[config.mk]
export PLATFORM = sky130hd
export DESIGN_NAME = cigar_summary_parser
export DESIGN_NICKNAME = d
export VERILOG_FILES = /design/src/design/csp_pkg.sv /design/src/design/csp_decode.sv /design/src/design/csp_accum.sv /design/src/design/cigar_summary_parser.sv
export VERILOG_INCLUDE_DIRS = /design/src /design/src/design
export SDC_FILE = /design/constraint.sdc
export NUM_CORES = 2
export LEC_CHECK = 0
export ABC_AREA = 1
export ABC_CLOCK_PERIOD_IN_PS = 11350
export BUFFER_PORTS_ARGS = -buffer_cell sky130_fd_sc_hd__buf_4
export CORE_MARGIN = 2
export CORE_UTILIZATION = 30
export DETAILED_ROUTE_END_ITERATION = 7
export GPL_TIMING_DRIVEN = 1
export RECOVER_POWER = 25
export SYNTH_ARGS = -nofsm -noshare
export SYNTH_HDL_FRONTEND = slang
export SYNTH_HIERARCHICAL = 1
export SYNTH_SLANG_ARGS = --single-unit
[constraint.sdc]
create_clock -name clk -period 11.35 [get_ports clk]
set_input_delay 0.5675 -clock clk [delete_from_list [all_inputs] [get_ports clk]]
set_output_delay 0.5675 -clock clk [all_outputs]
set_load 0.01 [all_outputs]
[src/design/cigar_summary_parser_defines.svh]
// assertion macros used by the cigar summary parser top level
`ifndef CIGAR_SUMMARY_PARSER_DEFINES_SVH
`define CIGAR_SUMMARY_PARSER_DEFINES_SVH

// same-cycle implication, checked out of reset
`define CSP_ASSERT_NOW(label, clk, rst_n, ante, cons) \
    label: assert property (@(posedge clk) disable iff (!rst_n) (ante) |-> (cons)) \
        else $error("cigar summary parser check failed");

// next-cycle implication, checked out of reset
`define CSP_ASSERT_NEXT(label, clk, rst_n, ante, cons) \
    label: assert property (@(posedge clk) disable iff (!rst_n) (ante) |=> (cons)) \
        else $error("cigar summary parser check failed");

`endif

[src/design/csp_pkg.sv]
// shared types, character codes and total indexes of the cigar summary parser
package csp_pkg;

    localparam int COUNT_WIDTH_DEF = 32;
    localparam int CHAR_W          = 8;
    localparam int OUT_W           = 32;
    localparam int TOTAL_NUM       = 9;
    localparam int TDATA_W         = TOTAL_NUM * OUT_W;
    localparam int TUSER_W         = 4;

    // total indexes, in output order
    localparam int T_COL   = 0;
    localparam int T_READ  = 1;
    localparam int T_RSEQ  = 2;
    localparam int T_LCLIP = 3;
    localparam int T_LSOFT = 4;
    localparam int T_GOPEN = 5;
    localparam int T_GBASE = 6;
    localparam int T_INS   = 7;
    localparam int T_DEL   = 8;

    // ascii codes
    localparam logic [CHAR_W-1:0] CH_NUL  = 8'h00;
    localparam logic [CHAR_W-1:0] CH_ZERO = 8'h30;
    localparam logic [CHAR_W-1:0] CH_NINE = 8'h39;
    localparam logic [CHAR_W-1:0] CH_M    = 8'h4D;
    localparam logic [CHAR_W-1:0] CH_I    = 8'h49;
    localparam logic [CHAR_W-1:0] CH_D    = 8'h44;
    localparam logic [CHAR_W-1:0] CH_S    = 8'h53;
    localparam logic [CHAR_W-1:0] CH_H    = 8'h48;
    localparam logic [CHAR_W-1:0] CH_N    = 8'h4E;
    localparam logic [CHAR_W-1:0] CH_P    = 8'h50;
    localparam logic [CHAR_W-1:0] CH_X    = 8'h58;
    localparam logic [CHAR_W-1:0] CH_EQ   = 8'h3D;

    typedef enum logic [2:0] {
        ST_OK      = 3'd0,
        ST_BADCHAR = 3'd1,
        ST_UNSUP   = 3'd2,
        ST_ZERO    = 3'd3,
        ST_TRAIL   = 3'd4,
        ST_OVF     = 3'd5
    } status_t;

    // decoded character class
    typedef struct packed {
        logic       is_null;
        logic       is_digit;
        logic [3:0] digit;
        logic       op_m;
        logic       op_i;
        logic       op_d;
        logic       op_s;
        logic       op_h;
        logic       is_unsup;
        logic       is_bad;
    } char_class_t;

    // one summary
    typedef struct packed {
        status_t                         status;
        logic                            hard;
        logic [TOTAL_NUM-1:0][OUT_W-1:0] totals;
    } result_t;

endpackage

[src/design/csp_decode.sv]
// character classifier: null, digit, supported op, rejected op or illegal character
module csp_decode (
    input  logic [csp_pkg::CHAR_W-1:0] cigar_char,
    output csp_pkg::char_class_t       cls
);
    import csp_pkg::*;

    logic [CHAR_W-1:0] digit_off;

    assign digit_off = cigar_char - CH_ZERO;

    // classify the character
    always_comb
    begin
        cls          = '0;
        cls.is_null  = (cigar_char == CH_NUL);
        cls.is_digit = (cigar_char >= CH_ZERO) && (cigar_char <= CH_NINE);
        cls.digit    = digit_off[3:0];
        cls.op_m     = (cigar_char == CH_M);
        cls.op_i     = (cigar_char == CH_I);
        cls.op_d     = (cigar_char == CH_D);
        cls.op_s     = (cigar_char == CH_S);
        cls.op_h     = (cigar_char == CH_H);
        cls.is_unsup = (cigar_char == CH_N) || (cigar_char == CH_P)
                    || (cigar_char == CH_X) || (cigar_char == CH_EQ);
        cls.is_bad   = !cls.is_null && !cls.is_digit && !cls.is_unsup
                    && !(cls.op_m || cls.op_i || cls.op_d || cls.op_s || cls.op_h);
    end

endmodule

[src/design/csp_accum.sv]
// run length and totals state with the per-character update and summary build
module csp_accum #(
    parameter int COUNT_WIDTH = csp_pkg::COUNT_WIDTH_DEF
) (
    input  logic                  clk,
    input  logic                  rst_n,
    input  logic                  fire,
    input  logic                  last,
    input  csp_pkg::char_class_t  cls,
    output csp_pkg::result_t      result
);
    import csp_pkg::*;

    localparam int CNT_W = (COUNT_WIDTH < OUT_W) ? COUNT_WIDTH : OUT_W;

    logic [CNT_W-1:0] run_reg, run_next, run_upd;
    logic             pending_reg, pending_next, pending_upd;
    logic             first_reg, first_next, first_upd;
    logic             hard_reg, hard_next, hard_upd;
    status_t          err_reg, err_next, err_upd, err_out;
    logic [CNT_W-1:0] tot_reg  [TOTAL_NUM];
    logic [CNT_W-1:0] tot_next [TOTAL_NUM];
    logic [CNT_W-1:0] tot_upd  [TOTAL_NUM];
    logic [CNT_W-1:0] add_val  [TOTAL_NUM];
    logic [CNT_W:0]   sum_w    [TOTAL_NUM];
    logic [CNT_W+3:0] run_wide;
    logic             active, is_op, zero_len, do_op, run_ovf, sum_ovf;

    assign active   = !cls.is_null && (err_reg == ST_OK);
    assign is_op    = cls.op_m || cls.op_i || cls.op_d || cls.op_s || cls.op_h;
    assign zero_len = !pending_reg || (run_reg == '0);
    assign do_op    = active && is_op && !zero_len;

    // run times ten plus the new digit, as shifts and adds
    assign run_wide = ({4'b0, run_reg} << 3) + ({4'b0, run_reg} << 1)
                    + {{CNT_W{1'b0}}, cls.digit};
    assign run_ovf  = |run_wide[CNT_W+3:CNT_W];

    // addend of each total for the current op
    always_comb
    begin
        for (int i = 0; i < TOTAL_NUM; i++)
        begin
            add_val[i] = '0;
        end
        if (do_op)
        begin
            if (cls.op_m || cls.op_i || cls.op_d)
                add_val[T_COL] = run_reg;
            if (!cls.op_d)
                add_val[T_READ] = run_reg;
            if (cls.op_s || cls.op_m || cls.op_i)
                add_val[T_RSEQ] = run_reg;
            if (cls.op_d || cls.op_i)
            begin
                add_val[T_GOPEN] = CNT_W'(1);
                add_val[T_GBASE] = run_reg;
            end
            if (cls.op_i)
                add_val[T_INS] = run_reg;
            if (cls.op_d)
                add_val[T_DEL] = run_reg;
        end
    end

    // saturating adds, a carry out means the total passed its maximum
    always_comb
    begin
        sum_ovf = 1'b0;
        for (int i = 0; i < TOTAL_NUM; i++)
        begin
            sum_w[i]   = {1'b0, tot_reg[i]} + {1'b0, add_val[i]};
            tot_upd[i] = sum_w[i][CNT_W] ? {CNT_W{1'b1}} : sum_w[i][CNT_W-1:0];
            sum_ovf    = sum_ovf | sum_w[i][CNT_W];
        end
        // leading clips are written, not added
        tot_upd[T_LCLIP] = tot_reg[T_LCLIP];
        tot_upd[T_LSOFT] = tot_reg[T_LSOFT];
        if (do_op && !first_reg)
        begin
            if (cls.op_s || cls.op_h)
                tot_upd[T_LCLIP] = run_reg;
            if (cls.op_s)
                tot_upd[T_LSOFT] = run_reg;
        end
    end

    // state after this character
    always_comb
    begin
        run_upd     = run_reg;
        pending_upd = pending_reg;
        first_upd   = first_reg;
        hard_upd    = hard_reg;
        err_upd     = err_reg;
        if (active)
        begin
            if (cls.is_digit)
            begin
                run_upd     = run_ovf ? {CNT_W{1'b1}} : run_wide[CNT_W-1:0];
                pending_upd = 1'b1;
                if (run_ovf)
                    err_upd = ST_OVF;
            end
            else if (cls.is_unsup)
                err_upd = ST_UNSUP;
            else if (cls.is_bad)
                err_upd = ST_BADCHAR;
            else if (is_op)
            begin
                if (zero_len)
                    err_upd = ST_ZERO;
                else
                begin
                    run_upd     = '0;
                    pending_upd = 1'b0;
                    first_upd   = 1'b1;
                    hard_upd    = hard_reg | cls.op_h;
                    if (sum_ovf)
                        err_upd = ST_OVF;
                end
            end
        end
        // digits left over at the end of the string
        err_out = err_upd;
        if ((err_upd == ST_OK) && pending_upd)
            err_out = ST_TRAIL;
    end

    // summary fields
    always_comb
    begin
        result.status = err_out;
        result.hard   = hard_upd;
        for (int i = 0; i < TOTAL_NUM; i++)
        begin
            result.totals[i] = OUT_W'(tot_upd[i]);
        end
    end

    // next state: clear after the last character
    always_comb
    begin
        run_next     = run_reg;
        pending_next = pending_reg;
        first_next   = first_reg;
        hard_next    = hard_reg;
        err_next     = err_reg;
        for (int i = 0; i < TOTAL_NUM; i++)
        begin
            tot_next[i] = tot_reg[i];
        end
        if (fire)
        begin
            if (last)
            begin
                run_next     = '0;
                pending_next = 1'b0;
                first_next   = 1'b0;
                hard_next    = 1'b0;
                err_next     = ST_OK;
                for (int i = 0; i < TOTAL_NUM; i++)
                begin
                    tot_next[i] = '0;
                end
            end
            else
            begin
                run_next     = run_upd;
                pending_next = pending_upd;
                first_next   = first_upd;
                hard_next    = hard_upd;
                err_next     = err_upd;
                for (int i = 0; i < TOTAL_NUM; i++)
                begin
                    tot_next[i] = tot_upd[i];
                end
            end
        end
    end

    // state registers
    always_ff @(posedge clk or negedge rst_n)
    begin
        if (!rst_n)
        begin
            run_reg     <= '0;
            pending_reg <= 1'b0;
            first_reg   <= 1'b0;
            hard_reg    <= 1'b0;
            err_reg     <= ST_OK;
            for (int i = 0; i < TOTAL_NUM; i++)
            begin
                tot_reg[i] <= '0;
            end
        end
        else
        begin
            run_reg     <= run_next;
            pending_reg <= pending_next;
            first_reg   <= first_next;
            hard_reg    <= hard_next;
            err_reg     <= err_next;
            for (int i = 0; i < TOTAL_NUM; i++)
            begin
                tot_reg[i] <= tot_next[i];
            end
        end
    end

endmodule

[src/design/cigar_summary_parser.sv]
// cigar summary parser top level: input register, update stage, result register
// a summary is loaded into the result register when the update stage consumes its last character
// throughput: one character per cycle unless a last character stalls; each character is one update of the state
// a last character waits in the input register only while a summary sits untaken
// reset (rst_n low, asynchronous) clears the string state and both valid flags
module cigar_summary_parser #(
    parameter int COUNT_WIDTH = csp_pkg::COUNT_WIDTH_DEF
) (
    input  logic                        clk,
    input  logic                        rst_n,
    input  logic                        s_axis_tvalid,
    output logic                        s_axis_tready,
    input  logic [csp_pkg::CHAR_W-1:0]  s_axis_tdata,  // cigar_char
    input  logic                        s_axis_tlast,  // last_char
    output logic                        m_axis_tvalid,
    input  logic                        m_axis_tready,
    // column_total, read_total, read_seq_total, leading_clip, leading_soft_clip,
    // gap_open_count, gap_base_total, insert_total, delete_total (32 bits each)
    output logic [csp_pkg::TDATA_W-1:0] m_axis_tdata,
    output logic [csp_pkg::TUSER_W-1:0] m_axis_tuser   // hard_clipped, parse_status
);
    import csp_pkg::*;

    `include "cigar_summary_parser_defines.svh"

    logic              in_valid_reg, in_valid_next;
    logic [CHAR_W-1:0] in_char_reg;
    logic              in_last_reg;
    logic              out_valid_reg, out_valid_next;
    result_t           result_reg;
    result_t           result;
    char_class_t       cls;
    logic              out_free, s1_fire, s_take;

    // the update stage consumes a character unless it is a last one facing a full slot
    assign out_free      = !out_valid_reg || m_axis_tready;
    assign s1_fire       = in_valid_reg && (!in_last_reg || out_free);
    assign s_axis_tready = !in_valid_reg || s1_fire;
    assign s_take        = s_axis_tvalid && s_axis_tready;

    csp_decode u_decode (
        .cigar_char (in_char_reg),
        .cls        (cls)
    );

    csp_accum #(
        .COUNT_WIDTH (COUNT_WIDTH)
    ) u_accum (
        .clk    (clk),
        .rst_n  (rst_n),
        .fire   (s1_fire),
        .last   (in_last_reg),
        .cls    (cls),
        .result (result)
    );

    // input register control
    always_comb
    begin
        in_valid_next = in_valid_reg;
        if (s_take)
            in_valid_next = 1'b1;
        else if (s1_fire)
            in_valid_next = 1'b0;
    end

    // result register control
    always_comb
    begin
        out_valid_next = out_valid_reg;
        if (s1_fire && in_last_reg)
            out_valid_next = 1'b1;
        else if (m_axis_tready)
            out_valid_next = 1'b0;
    end

    // valid flags
    always_ff @(posedge clk or negedge rst_n)
    begin
        if (!rst_n)
        begin
            in_valid_reg  <= 1'b0;
            out_valid_reg <= 1'b0;
        end
        else
        begin
            in_valid_reg  <= in_valid_next;
            out_valid_reg <= out_valid_next;
        end
    end

    // payload registers
    always_ff @(posedge clk)
    begin
        if (s_take)
        begin
            in_char_reg <= s_axis_tdata;
            in_last_reg <= s_axis_tlast;
        end
        if (s1_fire && in_last_reg)
            result_reg <= result;
    end

    assign m_axis_tvalid = out_valid_reg;
    assign m_axis_tdata  = result_reg.totals;
    assign m_axis_tuser  = {result_reg.status, result_reg.hard};

    // a summary never overwrites one still waiting
    `CSP_ASSERT_NOW(a_no_overwrite, clk, rst_n,
        out_valid_reg && !m_axis_tready && in_valid_reg && in_last_reg, !s1_fire)
    // a consumed last character produces a summary
    `CSP_ASSERT_NEXT(a_summary_loaded, clk, rst_n, s1_fire && in_last_reg, m_axis_tvalid)
    // a clean summary never has a soft clip larger than the whole leading clip
    `CSP_ASSERT_NOW(a_soft_in_clip, clk, rst_n,
        m_axis_tvalid && (result_reg.status == ST_OK),
        result_reg.totals[T_LSOFT] <= result_reg.totals[T_LCLIP])
    // a clean summary without hard clips has equal read and sequence lengths
    `CSP_ASSERT_NOW(a_read_eq_seq, clk, rst_n,
        m_axis_tvalid && (result_reg.status == ST_OK) && !result_reg.hard,
        result_reg.totals[T_READ] == result_reg.totals[T_RSEQ])

endmodule
==> metrics.md <==
| Metric | Value |
|---|---|
| Status | `complete, but fails checks` |
| Failing checks | `capacitance limit, slew limit` |
| Antenna violations before repair | `9` |
| Total of max-cap violations | `1` |
| Initial core utilization | `a little under a third` |
| Hold Crit Class | `in2reg` |
| Final net count | `around 5,600` |
| Worst reg2reg path depth | `21` |
| Min Tclk post-route | `7149 ps` |
| Post-route DRC violation count | `0` |
| Vias | `~36,000` |
| Syn Area/Cell | `7.940 µm²` |
| #FFs+latches synth | `~630` |
| Final ANT Viol Nets | `0` |
| DRT Pass-1 Iters | `6` |
| WHS Path Cells | `3` |
| Slew Limit Headroom | `-306.0%` |
| Die width | `368.1 µm` |
| Global-route wire length before repair | `between 200 and 250 mm` |
| Share of the synthesized area in the top cell type | `a little under a quarter` |
| Placed cells | `6,946` |
| PwrDens | `121.5 nW/µm²` |
| Final worst setup slack | `between 4000 and 5000 ps` |
| Place WS | `approximately 4100 ps` |
| Share of layout cells above drive strength 1 | `around 5.3%` |
| RR Startpoint | `u_accum/run_reg[9]` |
| Yosys warns | `6` |
| WP data required | `between 10,000 and 15,000 ps` |
| Crit share post-route | `approximately 63%` |
| Setup Fix Bufs, Post-CTS | `0` |
| CTS tree | `yes` |
| CP endpoint kind | `flip-flop` |
| Setup TNS | `0 ps` |
| Finish-stage setup viols | `0` |
| Worst setup endpoint | `m_axis_tdata[252]` |
| Routed WL | `145.6 mm` |
| Static Leakage | `0.02232 µW` |
| CTS Buf Count | `80` |
| Register area share after synthesis | `43.37%` |
| R2R setup slack | `4200 ps` |
| Largest net degree at the start of global routing | `~160` |
| Crit-path max cell delay | `970 ps` |
| Clock buffer depth | `3` |
| Area Growth Syn to Fin | `14.60%` |
| Hold WS | `about 69 ps` |
| Yosys top cell by area | `edfxtp_1` |
| Number of flops mapped to enable cells by yosys | `about 300` |
| Hpwl dp | `approximately 100 mm` |
| Finished Layout Cells | `a little over 7,000` |
| Startpoint types | `flip-flop` |
| Mapped Cells | `approximately 5,000` |
| Synthesized Nets | `5,286` |
| H-tree depth | `3` |
| Clk sink count | `629` |
| Synth cell types | `between 50 and 60` |
| Gr usage total | `approximately a fifth` |
| Via density | `about 5` |
| Post-cts sizing count | `0` |
| Placer Congestion | `between 0.9 and 1` |
| Max Slew Vio Count | `96` |
| Final Skew | `between 30 and 40 ps` |
| Grt ovf | `0` |
| Die area | `between 100,000 and 150,000 µm²` |
| Mapped cell area | `39,760 µm²` |
| Final Hold Viols | `0` |
| Area contributors post-synth | `edfxtp_1, dfrtp_1, nand2_1` |
| Worst skew pair latency | `about 700 ps` |
| Most common cell after layout, fill and taps aside | `nand2_1` |
| Worst-path cell chain | `nor4_1 > nand3_1 > o21ai_4 > nor2_4 > nand2_4 > inv_2 > nand2_1 > nor2_1 > ha_1 > fa_1 > nand2_1 > nand2_1 > nand3_1 > nand2_1 > nand2_1 > nand2_1 > nand2_1 > nand2_1 > inv_1 > o21ai_0 > a21o_1` |
| Chip height | `approximately 370 µm` |
| Placeable core region | `approximately 130,000 µm²` |
| Primary FF master, synth | `dfrtp_1` |
| Max FO, Critical Path | `66` |
| Tot Pwr | `between 5000 and 6000 µW` |
| Most frequent cells in the layout | `nand2_1, inv_1, nor2_1` |
| Detailed Route Iter0 Violations | `about 3,000` |
| R2R Path End | `m_axis_tdata[252]` |
| Slowest cell on crit path | `nor4_1` |
| Clk slew on worst S/H paths | `60 ps` |
| Max IR drop VDD | `between 90 and 100 µV` |
| Critical path class | `reg2reg` |
| Area of the multi-input gates | `19,520 µm²` |
| Row count | `133` |
| Worst Tran Pin Value | `around 6100 ps` |
| Async SR Flop Fraction | `52.15%` |
| Port Buffers | `approximately 310` |
| WP data arrival | `about 7600 ps` |
| Vias in the first global route | `34,170` |
| Avg WL per Cell | `20.51 µm` |
| Unrepaired setup endpoints after global routing | `false` |
| Clock root buffer | `clkbuf_16` |
| Layout fillers | `between 10,000 and 15,000` |
| Fmax | `between 100 and 150 MHz` |
| CP startpoint | `u_accum/run_reg[9]` |
| Storage cell area | `17,250 µm²` |
| IO Pins | `approximately 310` |
| Most frequent CP cell | `nand2_1` |
## cell families after synthesis
kind of cell,after synthesis,share of synthesized area [%]
adder cells (fa/ha/maj),265,8.490
XOR/XNOR,135,2.974
AO/OA/AOI/OAI,898,13.46
flip-flops,629,43.37
AND/OR/NAND/NOR,2309,24.03
buffers and inverters,772,7.669
## Yosys cell counts, drive strengths merged, types with 36 or more instances
cell type	n
xor2	98
nor3	147
nand2	1353
a22o	79
or2	70
nand4	37
ha	257
xnor2	37
clkbuf	84
o22ai	46
dfrtp	328
a21o	36
inv	607
nand3	159
edfxtp	301
o21ai	346
buf	66
nor2	497
o21bai	36
a21oi	301
## worst max-delay path, delay by kind of cell, from the launching register on
| family | cells | cell delay, ps |
|---|---|---|
| AO/OA/AOI/OAI | 3 | 710 |
| adder cells (fa/ha/maj) | 2 | 700 |
| buffers and inverters | 2 | 820 |
| flip-flops | 1 | 440 |
| AND/OR/NAND/NOR | 14 | 4170 |
## how the worst min path moves through the flow
stage / startpoint / to / slack (ps)
6_report: s_axis_tvalid / in_valid_reg / 70
5_1_grt: s_axis_tlast / in_last_reg / 60
2_1_floorplan: rst_n / in_valid_reg / 270
3_5_place_dp: u_accum/tot_reg[279] / u_accum/tot_reg[279] / 470
3_3_place_gp: u_accum/tot_reg[284] / u_accum/tot_reg[284] / 470
4_1_cts: s_axis_tlast / in_last_reg / 1
## timing repair
item,CTS,global route
endpoints found under the hold margin,92,0
hold buffers,1,0
setup endpoints to repair,0,0
## per-stage QoR
stage | utilization [%] | instance area (µm²)
global placement | 33.35 | 43840
CTS | 35.48 | 46650
floorplan | - | 39760
detailed placement | 33.35 | 43840
finish | 34.66 | 45570
global route | 34.66 | 45570
## power by group
group	internal (µW)	total (µW)	switching, µW	leakage, µW
Combinational	57.0	310	253	0.0135
Clock	1660	2740	1080	0.00136
Sequential	2450	2480	36.1	0.00748
Total	4170	5540	1370	0.0223
## layout make-up
| cell class | count | share of cell area [%] |
|---|---|---|
| Multi-Input combinational cell | 3607 | 42.84 |
| Sequential cell | 629 | 37.85 |
| Inverter | 622 | 5.170 |
| Tap cell | 1755 | 4.819 |
| Clock buffer | 104 | 4.772 |
| Timing Repair Buffer | 334 | 3.188 |
| Clock inverter | 45 | 1.362 |
| Antenna cell | 1 | 0.005491 |
## per-layer routing
layer,vias up,share of wire (%),track usage [%]
met5,-,0.023,0
met4,4,4.2,8.721
met3,231,6.3,3.527
met2,1155,44,32.29
met1,17090,46,29.04
li1,17120,-,-
Note: power is estimated with default switching activity, not from simulation.
